==> src/hw/rtl/atr_pkg.sv <==
`default_nettype none

package atr_pkg;

  localparam int MAX_READ = 1024;
  localparam int ADDR_W   = $clog2(MAX_READ);
  localparam int POS_W    = 11;
  localparam int SCORE_W  = 16;
  localparam int SUM_W    = SCORE_W + POS_W;

  localparam logic [7:0] BASE_N = 8'd78;

  localparam logic [2:0] KIND_START    = 3'd0;
  localparam logic [2:0] KIND_BASE     = 3'd1;
  localparam logic [2:0] KIND_INSERT   = 3'd2;
  localparam logic [2:0] KIND_DELETE   = 3'd3;
  localparam logic [2:0] KIND_SOFTCLIP = 3'd4;
  localparam logic [2:0] KIND_HARDCLIP = 3'd5;
  localparam logic [2:0] KIND_FINISH   = 3'd6;

  localparam logic [1:0] REG_MATCH    = 2'd0;
  localparam logic [1:0] REG_MISMATCH = 2'd1;
  localparam logic [1:0] REG_FLOOR    = 2'd2;

  localparam logic signed [4:0] MATCH_RESET    = 5'sd2;
  localparam logic signed [4:0] MISMATCH_RESET = -5'sd5;
  localparam logic signed [8:0] FLOOR_RESET    = -9'sd11;

  typedef struct packed {
    logic [2:0]       kind;
    logic [7:0]       read_base;
    logic [7:0]       ref_base;
    logic [POS_W-1:0] seg_length;
  } atr_in_t;

  typedef struct packed {
    logic [POS_W-1:0] first_pos;
    logic [POS_W-1:0] end_pos;
    logic             overrun;
  } atr_out_t;

  typedef struct packed {
    logic                    init;
    logic                    step;
    logic [POS_W-1:0]        idx;
    logic [POS_W-1:0]        ridx;
    logic [POS_W-1:0]        size;
    logic signed [8:0]       score_floor;
  } atr_scan_ctrl_t;

  function automatic logic signed [SCORE_W-1:0] sat_add(
    input logic signed [SCORE_W-1:0] v,
    input logic signed [4:0]         d
  );
    logic signed [SCORE_W:0] s;
    s = (SCORE_W+1)'(v) + (SCORE_W+1)'(d);
    if (s > (SCORE_W+1)'(32767)) begin
      return 16'sh7fff;
    end else if (s < -(SCORE_W+1)'(32768)) begin
      return 16'sh8000;
    end
    return s[SCORE_W-1:0];
  endfunction

endpackage

`default_nettype wire

==> src/hw/rtl/atr_trim_scan.sv <==
`default_nettype none

module atr_trim_scan (
  input  wire logic                          clk,
  input  wire atr_pkg::atr_scan_ctrl_t       ctrl,
  input  wire logic signed [atr_pkg::SCORE_W-1:0] fwd_val,
  input  wire logic signed [atr_pkg::SCORE_W-1:0] rev_val,
  output logic [atr_pkg::POS_W-1:0]          first_pos,
  output logic [atr_pkg::POS_W-1:0]          end_pos
);
  import atr_pkg::*;

  logic signed [SUM_W-1:0] fsum;
  logic signed [SUM_W-1:0] fmin;
  logic signed [SUM_W-1:0] rsum;
  logic signed [SUM_W-1:0] rmin;
  logic signed [SUM_W-1:0] fsum_next;
  logic signed [SUM_W-1:0] rsum_next;

  assign fsum_next = fsum + SUM_W'(fwd_val);
  assign rsum_next = rsum + SUM_W'(rev_val);

  // The forward sum moves the begin past each new low point; the reverse
  // sum pulls the end back onto its own low points.
  always_ff @(posedge clk) begin
    if (ctrl.init) begin
      fsum      <= '0;
      rsum      <= '0;
      fmin      <= SUM_W'(ctrl.score_floor);
      rmin      <= SUM_W'(ctrl.score_floor);
      first_pos <= '0;
      end_pos   <= ctrl.size;
    end else if (ctrl.step) begin
      fsum <= fsum_next;
      rsum <= rsum_next;
      if (fsum_next <= fmin) begin
        fmin      <= fsum_next;
        first_pos <= POS_W'(ctrl.idx + 1'b1);
      end
      if (rsum_next <= rmin) begin
        rmin    <= rsum_next;
        end_pos <= ctrl.ridx;
      end
    end
  end

endmodule

`default_nettype wire

==> config.mk <==
export PLATFORM = sky130hd
export DESIGN_NAME = atr_trim_scan
export DESIGN_NICKNAME = d
export VERILOG_FILES = /design/src/hw/rtl/atr_pkg.sv /design/src/hw/rtl/atr_trim_scan.sv
export SDC_FILE = /design/constraint.sdc
export NUM_CORES = 1
export LEC_CHECK = 0
export BUFFER_PORTS_ARGS = -buffer_cell sky130_fd_sc_hd__buf_2
export CAP_MARGIN = 20
export CORE_MARGIN = 2
export CORE_UTILIZATION = 35
export DETAILED_ROUTE_END_ITERATION = 7
export GPL_ROUTABILITY_DRIVEN = 0
export GPL_TIMING_DRIVEN = 0
export PLACE_DENSITY_LB_ADDON = 0.25
export REMOVE_ABC_BUFFERS = 1
export SKIP_LAST_GASP = 1
export SYNTH_ARGS = -nofsm -noshare
export SYNTH_HDL_FRONTEND = slang
export SYNTH_SLANG_ARGS = --single-unit
==> constraint.sdc <==
create_clock -name clk -period 6.9 [get_ports clk]
set_clock_uncertainty 0.15 [all_clocks]
set_input_delay 0.69 -clock clk [delete_from_list [all_inputs] [get_ports clk]]
set_output_delay 0.69 -clock clk [all_outputs]
set_load 0.01 [all_outputs]
# After elaboration in Yosys (flattened, before gate mapping)
# Cells that the tools add are included.
[word_totals] word_cells=26 regBits=130 output_inout_bits=22 inputBits=77
[classes] addsub=3 reduce_logical=6 magnitude_cmp=2 mux=9
[ops] op="27-bit two-way mux" n=6
[ops] op="27-bit by 16-bit adder with 27-bit output" n=2
[ops] op="27-bit less-or-equal comparator" n=2
[ops] op="11-bit two-way mux" n=3
[ops] op="11-bit by 1-bit adder with 11-bit output, second input constant" n=1
[ops] op="2-bit AND reduction" n=3
[ops] op="2-bit nonzero test" n=3

# Depth between registers and ports, before layout
# Gate-level depths: netlist of run 1.
[depth] depth_word=5 ltp_mapped=21 ltp_nobuf=20

# Worst setup path after synthesis of run 1
# No wires, ideal clock.
[synth_path] path_kind="input-to-reg" startpoint="input port rev_val[2] (netlist bit)" endpoint="register end_pos[0] (netlist bit), enable pin" t_arrival_ns=6.475 setup_time_ns=0.486 cell_stages=17 n_path_buf=0 t_required_ns=6.264 path_slack_ns=-0.211 cell_sequence="ha_1 > a21oi_1 > a2111oi_1 > o21ai_0 > a21o_1 > a31oi_1 > mux2_2 > nor2_1 > inv_1 > ha_1 > and3_1 > nand4_1 > nor3_1 > o31ai_1 > nand4_1 > xnor2_1 > o21ai_0"
[synth_between] elab_chain_cells=4
[synth_lines] item="start: declaration" line_no="atr_trim_scan.sv:7" rtl="input wire logic signed [atr_pkg::SCORE_W-1:0] rev_val,"
[synth_lines] item="27-bit by 16-bit adder with 27-bit output" line_no="atr_trim_scan.sv:21" rtl="assign rsum_next = rsum + SUM_W'(rev_val);"
[synth_lines] item="net rsum_next[25]" line_no="atr_trim_scan.sv:18" rtl="logic signed [SUM_W-1:0] rsum_next;"
[synth_lines] item="27-bit less-or-equal comparator" line_no="atr_trim_scan.sv:40" rtl="if (rsum_next <= rmin) begin"
[synth_lines] item="2-bit nonzero test (no line)"
[synth_lines] item="2-bit AND reduction (no line)"
[synth_lines] item="end signal: assignment" line_no="atr_trim_scan.sv:32" rtl="end_pos <= ctrl.size;"
[synth_lines] item="end signal: assignment" line_no="atr_trim_scan.sv:42" rtl="end_pos <= ctrl.ridx;"
[synth_lines] item="end: declaration" line_no="atr_trim_scan.sv:9" rtl="output logic [atr_pkg::POS_W-1:0] end_pos"
# The timed path passes the listed nets, and every way through them passes these cells.
# A chain may end at the register's enable or synchronous reset.

# Worst setup path in the final report of run 1
[layout_path] startpoint="register fsum[0]" endpoint="register fmin[5], enable pin"
[layout_between] elab_chain_cells=4
[layout_lines] item="start: declaration" line_no="atr_trim_scan.sv:13" rtl="logic signed [SUM_W-1:0] fsum;"
[layout_lines] item="start signal: assignment" line_no="atr_trim_scan.sv:34" rtl="fsum <= fsum_next;"
[layout_lines] item="27-bit by 16-bit adder with 27-bit output" line_no="atr_trim_scan.sv:20" rtl="assign fsum_next = fsum + SUM_W'(fwd_val);"
[layout_lines] item="net fsum_next[26]" line_no="atr_trim_scan.sv:17" rtl="logic signed [SUM_W-1:0] fsum_next;"
[layout_lines] item="27-bit less-or-equal comparator" line_no="atr_trim_scan.sv:36" rtl="if (fsum_next <= fmin) begin"
[layout_lines] item="2-bit nonzero test (no line)"
[layout_lines] item="2-bit AND reduction (no line)"
[layout_lines] item="end signal: assignment" line_no="atr_trim_scan.sv:29" rtl="fmin <= SUM_W'(ctrl.score_floor);"
[layout_lines] item="end signal: assignment" line_no="atr_trim_scan.sv:37" rtl="fmin <= fsum_next;"
[layout_lines] item="end: declaration" line_no="atr_trim_scan.sv:14" rtl="logic signed [SUM_W-1:0] fmin;"
# The timed path passes the listed nets, and every way through them passes these cells.

==> results by group, run 1 <==
Timing
  • Final hold viol count: 0
  • Setup_tns: 0 ns
  • Setup-failing EPs final: 0
  • Period utilisation layout: 0.874
  • Fmax: 0.166 GHz
  • Slew HR: 0.338
  • RSZ-0062 raised after global routing: no
  • Final worst slack: 0.870 ns
  • Worst slew pin tran: 0.987 ns
  • Slew Limit Fails: 0
  • Hold_ws: 0.316 ns
  • Crit path time final: 6.03 ns

Global routing
  • First-pass GRT wire length: 36200 µm
  • Total grt overflow: 0
  • Total track usage: 0.159
  • Initial antenna violation count: 0
  • Largest net degree at the start of global routing: 69
  • Vias in the first global route: 7250

Clocking
  • CTS max path bufs: 2
  • Hold_buf cts: 0
  • Post-cts gate resize count: 0
  • Clock Sinks: 130
  • CTS tree: yes
  • Worst-path clk slew: 0.07 ns
  • H-tree levels: 4
  • CTS buffer count: 17
  • Insertion delay to the later sink of the worst-skew pair: 0.43 ns
  • Post-CTS setup repair buffer count: 0
  • Root buffer cell: clkbuf_16

Place
  • IO buf count: 98
  • Placed cells: 1445
  • Hpwl dp: 15600 µm
  • Pre-CTS WS: 0.316 ns
  • Dpl cell area: 0.0101 mm²

Floorplanning
  • Die Width: 167 µm
  • Starting Density: 0.357
  • Die area: 0.0279 mm²
  • Std-Cell Rows: 59
  • Core Region: 0.0261 mm²
  • Die Y-Extent: 167 µm
  • IO Pins: 99

Logic synthesis
  • Post-synth top cells: ha_1 (107), inv_1 (105), nor2_1 (90), nand2_1 (89)
  • Top cell type by total area after synthesis: edfxtp_1
  • Seq/Total Area, Yosys: 0.350
  • Post-synth EDFFs: 65
  • Yosys reg bits: 130
  • Largest cells by area after synthesis: edfxtp_1 (21%), ha_1 (14%), dfxtp_1 (14%), inv_1 (4.2%), a21o_1 (3.8%)
  • Syn_area_per_cell: 8.84 µm²
  • Synth Flop Type: edfxtp_1
  • Syn. warnings: 0
  • Ys async rst share: 0
  • Count leader, synth: ha_1
  • Netlist cell types: 60
  • Synth top area share: 0.210
  • Post-Synthesis Cell Area: 0.00930 mm²
  • Cells after Synth: 1052

Min path
  • Hold Crit Start: ctrl[31]
  • Min-Delay Path Class: primary input to flip-flop
  • Worst Hold Depth: 2
  • WHS Endpoint: first_pos[0]

Critical path
  • R2R depth: 17
  • Slowest CP cell: a211oi_4
  • Crit path max fanout: 27
  • Crit path buffers/inverters: 2
  • Crit Path Category: flip-flop to flip-flop
  • CP cell instances: ha_1 > inv_1 > fa_1 > nand2b_1 > a21oi_1 > o2111a_1 > o21ba_1 > a311o_1 > xor2_1 > xnor2_2 > ha_1 > nand4_1 > or4_1 > o21ai_0 > inv_1 > a211oi_4 > or2_2
  • Max incr delay on CP: 0.80 ns
  • Reg2reg start: fsum[0]
  • Worst path top cell family by delay: compound AO/OA/AOI/OAI gates
  • CP required: 6.81 ns
  • Data arrival time of the worst path: 5.94 ns
  • R2r setup slk: 0.87 ns
  • Reg-to-Reg End: fmin[5]
  • Worst setup EP type: flip-flop
  • Worst setup SP type: flip-flop

Layout
  • Layout area overhead: 15.3%
  • Util after Layout: 0.412
  • Diodes inserted: 0
  • Fin cells: 1477
  • Layout cells sized above 1: 0.147
  • FILL cells: 2633
  • Fin area: 0.0107 mm²
  • Post-layout nets: 1315

Route
  • Vias: 7569
  • Drt pass-1 iters: 5
  • Post-Route WL: 21600 µm
  • Routed len/inst: 14.6 µm
  • Antenna Nets Post-Route: 0
  • Initial DRC Count: 394
  • Drt via density: 5.12
  • Residual DRC: 0

Power
  • Pleak: 5.12 nW
  • Worst vdd rail ir drop: 0.184 mV
  • Power per Cell Area: 338 mW/mm²
  • Pwr Total: 3.62 mW

Run status
  • Status: finished, final reports clean

Flow run
  • Max-cap violation count: 0
[registers in the layout, summed over array words and instances (netlist names)]
signal     flops
rsum          27
first_pos     11
rmin          27
fsum          27
fmin          27
end_pos       11
[layout by cell type (no fill, tap or decap), types with 4 or more instances in the layout]
cell,count
o211ai_1,4
o21bai_1,7
a31o_2,4
nand2b_1,6
o31ai_1,4
and2_1,4
nand3_1,19
nand4_1,22
nor3_1,17
a31oi_1,7
or3_1,9
nor2b_1,7
a211oi_1,21
or2_2,8
xnor2_1,36
and3_1,13
dfxtp_1,65
a21oi_1,61
clkbuf_16,20
o22ai_1,10
o21ai_0,61
nor2_1,90
inv_1,105
mux2i_1,35
a21o_1,47
clkinv_4,5
o21a_1,10
nand2_1,89
ha_1,107
xor2_1,15
edfxtp_1,65
buf_2,96
mux2_2,14
[final cells by class]
cell class                 instances  area (µm²)  share of cell area
inverter                         106         398              0.0371
tap                              335         419              0.0391
timing repair buffer             101         558              0.0520
sequential                       130        3250               0.303
clock buffer                      20         500              0.0467
clock inverter                    12        91.3             0.00851
multi-input combinational        773        5510               0.513
[where the power goes]
group | internal (mW) | total, mW | switching, mW
clock network | 0.528 | 0.908 | 0.380
logic | 0.649 | 1.56 | 0.913
registers | 1.08 | 1.15 | 0.0723
[routing by layer]
metal,track usage,wire length [µm],vias up
li1,-,-,3922
met1,0.216,10700,3502
met2,0.259,9970,126
met3,0.0302,722,19
met4,0.0405,248,0
met5,0,0,-
[cells by family after synthesis]
| group | after synthesis | synth area share |
|---|---|---|
| and+or+nand+nor | 292 | 0.144 |
| AOI/OAI and AO/OA | 270 | 0.191 |
| buffers and inverters | 149 | 0.0601 |
| DFF | 130 | 0.350 |
| adders and majority gates | 109 | 0.148 |
| xor gates and xnor gates | 53 | 0.0522 |
| muxes | 49 | 0.0546 |
[how the worst max path moves through the flow]
stage,start,to,slack [ns],depth (start not counted)
2_1_floorplan,rev_val[2],end_pos[0],-0.21,17
3_3_place_gp,rev_val[2],end_pos[5],-2.72,18
3_5_place_dp,fwd_val[0],fmin[23],0.32,18
4_1_cts,fsum[0],fmin[14],0.73,17
5_1_grt,fsum[0],fmin[21],0.36,17
6_report,fsum[0],fmin[5],0.87,17
Note: power is estimated with default switching activity, not from simulation.
==> run 2, diff against run 1 <==
PLACE_DENSITY = 0.56   (was default)
PLACE_DENSITY_LB_ADDON = default   (was 0.25)
clock period = 5.2 ns   (was 6.9 ns; I/O delays follow)
==> run 2 against run 1 <==
First-iteration DRC count down 14%. Cell area is 1.7% higher. Die area is the same. Cell count is 0.41% higher. Worst hold slack worse by 0.17 ns. Sequential power grew 33%. Register-to-register slack got worse by 0.58 ns. Combinational power up 40%. Sequential share of layout area is 0.49 points lower.
==> results by group, run 2 (same netlist as run 1, synthesis figures left out) <==
Route
  • Drt via density: 5.15 (+0.54%)
  • Antenna Nets Post-Route: 0 (unchanged)
  • Post-Route WL: 22200 µm (+2.7%)
  • Initial DRC Count: 337 (-14%)
  • Vias: 7641 (+0.95%)
  • Residual DRC: 0 (unchanged)
  • Routed len/inst: 15.0 µm (+2.3%)
  • Drt pass-1 iters: 4 (-1)

Flow run
  • Max-cap violation count: 0 (unchanged)

Floorplanning
  • Std-Cell Rows: 59 (unchanged)
  • Starting Density: 0.357 (unchanged)
  • Die Y-Extent: 167 µm (unchanged)
  • Die Width: 167 µm (unchanged)
  • Core Region: 0.0261 mm² (unchanged)
  • Die area: 0.0279 mm² (unchanged)
  • IO Pins: 99 (unchanged)

Timing
  • Worst slew pin tran: 0.982 ns (-0.00476 ns)
  • Hold_ws: 0.150 ns (-0.166 ns)
  • Final worst slack: 0.291 ns (-0.579 ns)
  • Slew HR: 0.341 (+0.00319)
  • Setup_tns: 0 ns (unchanged)
  • RSZ-0062 raised after global routing: yes
  • Crit path time final: 4.91 ns (-1.12 ns)
  • Final hold viol count: 0 (unchanged)
  • Slew Limit Fails: 0 (unchanged)
  • Fmax: 0.204 GHz (+23%)
  • Period utilisation layout: 0.944 (+0.0701)
  • Setup-failing EPs final: 0 (unchanged)

Critical path
  • Crit Path Category: flip-flop to flip-flop
  • CP required: 5.39 ns (-1.42 ns)
  • Crit path max fanout: 13 (-52%)
  • Worst setup SP type: flip-flop
  • Worst setup EP type: flip-flop
  • Data arrival time of the worst path: 5.10 ns (-0.84 ns)
  • Slowest CP cell: or4_1
  • CP cell instances: ha_1 > a21o_1 > or3_1 > o2111a_2 > o21ba_4 > a311o_1 > xor2_2 > xnor2_2 > ha_4 > nand4_1 > or4_1 > o21ai_0 > inv_1 > a211oi_4 > buf_6 > buf_6 > nor2_1 > a211oi_1
  • Worst path top cell family by delay: compound AO/OA/AOI/OAI gates
  • Reg-to-Reg End: first_pos[3]
  • R2R depth: 18 (+1)
  • Max incr delay on CP: 0.50 ns (-0.30 ns)
  • Reg2reg start: fsum[5]
  • Critical path's most frequent cell: buf_6
  • R2r setup slk: 0.29 ns (-0.58 ns)
  • Crit path buffers/inverters: 3 (+1)

Layout
  • Diodes inserted: 0 (unchanged)
  • FILL cells: 2622 (-0.42%)
  • Layout area overhead: 17.2%
  • Layout cells sized above 1: 0.160 (+0.0132)
  • Most frequent cells in the layout: ha_1 (106), inv_1 (105), buf_2 (96)
  • Fin area: 0.0109 mm² (+1.7%)
  • Commonest non-fill, non-tap cell in the layout: ha_1
  • Post-layout nets: 1321 (+0.46%)

Clocking
  • CTS tree: yes
  • Worst-path clk slew: 0.06 ns (about the same)
  • Insertion delay to the later sink of the worst-skew pair: 0.42 ns (about the same)
  • Clock Sinks: 130 (unchanged)
  • Hold_buf cts: 0 (unchanged)
  • Root buffer cell: clkbuf_16
  • CTS buffer count: 17 (unchanged)
  • H-tree levels: 4 (unchanged)
  • CTS max path bufs: 2 (unchanged)

Power
  • Worst vdd rail ir drop: 0.196 mV (+6.3%)
  • Pwr Total: 4.93 mW (+36%)
  • Pleak: 5.15 nW (+0.76%)
  • Power per Cell Area: 452 mW/mm² (+34%)

Place
  • IO buf count: 98 (unchanged)
  • Dpl cell area: 0.0102 mm² (+0.16%)
  • Pre-CTS WS: -1.11 ns (-1.42 ns)
  • Hpwl dp: 15800 µm (+1.1%)

Global routing
  • Total track usage: 0.160 (+0.00136)
  • Initial antenna violation count: 0 (unchanged)
  • Total grt overflow: 0 (unchanged)
  • First-pass GRT wire length: 36300 µm (+0.38%)
  • Vias in the first global route: 7207 (-0.59%)
  • Largest net degree at the start of global routing: 67 (-2.9%)

Min path
  • Min-Delay Path Class: primary input to flip-flop
  • Worst Hold Depth: 2 (unchanged)
  • WHS Endpoint: first_pos[0]
  • Hold Crit Start: ctrl[31]

Run status
  • Status: finished, final reports clean
## run 2: cell count changes in the layout (fill, tap and decap cells not counted), sizes merged
cell / delta
buf: +5
inv: -1
clkbuf: +2
clkinvlp: +1
clkinv: -2
or2: +1
## run 2: layout make-up
cell class              instances  area (µm²)  area share
inverters                     106         398      0.0365
clock buffers                  22         528      0.0484
clock inverters                10        66.3     0.00608
multi-input cells             774        5600       0.514
repair buffers                106         641      0.0587
well taps                     335         419      0.0384
flip-flops and latches        130        3250       0.298
## run 2: metal layers
metal,up-vias,global-route usage,wire [µm]
met5,-,0,0
met4,0,0.0513,354
met3,23,0.0259,771
met2,135,0.259,10000
met1,3554,0.219,11000
li1,3929,-,-
## run 2: metrics by stage
step,utilization,cells
floorplan,-,1009
global placement,0.386,1442
detailed placement,0.390,1446
CTS,0.416,1482
global route,0.418,1483
finish,0.418,1483
## run 2: worst reg2reg max path: cells and delay by family, from the launching register on
family | cells | cell delay, ns
flip-flops | 1 | 0.31
AO/OA/AOI/OAI | 7 | 1.87
buffers and inverters | 3 | 0.43
adder cells (fa/ha/maj) | 2 | 0.65
AND/OR/NAND/NOR | 4 | 1.04
XOR/XNOR | 2 | 0.39
## run 2: report_power, final
group	switching, mW	total [mW]	internal (mW)
logic	1.26	2.19	0.935
registers	0.0968	1.53	1.43
clock network	0.486	1.21	0.721
## run 2: repair_timing
item,CTS,global route
endpoints found under the hold margin,0,0
pin swaps,2,4
cloned,1,0
endpoints found under the setup margin,76,76
gates resized for setup,8,12
buffers inserted,3,1
## run 2: worst max path at each step
stage                     startpoint      endpoint  slack, ns  cells past startpoint
after floorplan           rev_val[2]    end_pos[0]      -1.74                     17
after CTS                    fsum[0]  first_pos[5]       0.01                     22
after detailed placement  fwd_val[0]      fmin[23]      -1.11                     18
after global placement    rev_val[2]    end_pos[2]      -4.26                     18
after global routing         fsum[0]  first_pos[3]    -0.0009                     20
final                        fsum[5]  first_pos[3]       0.29                     18
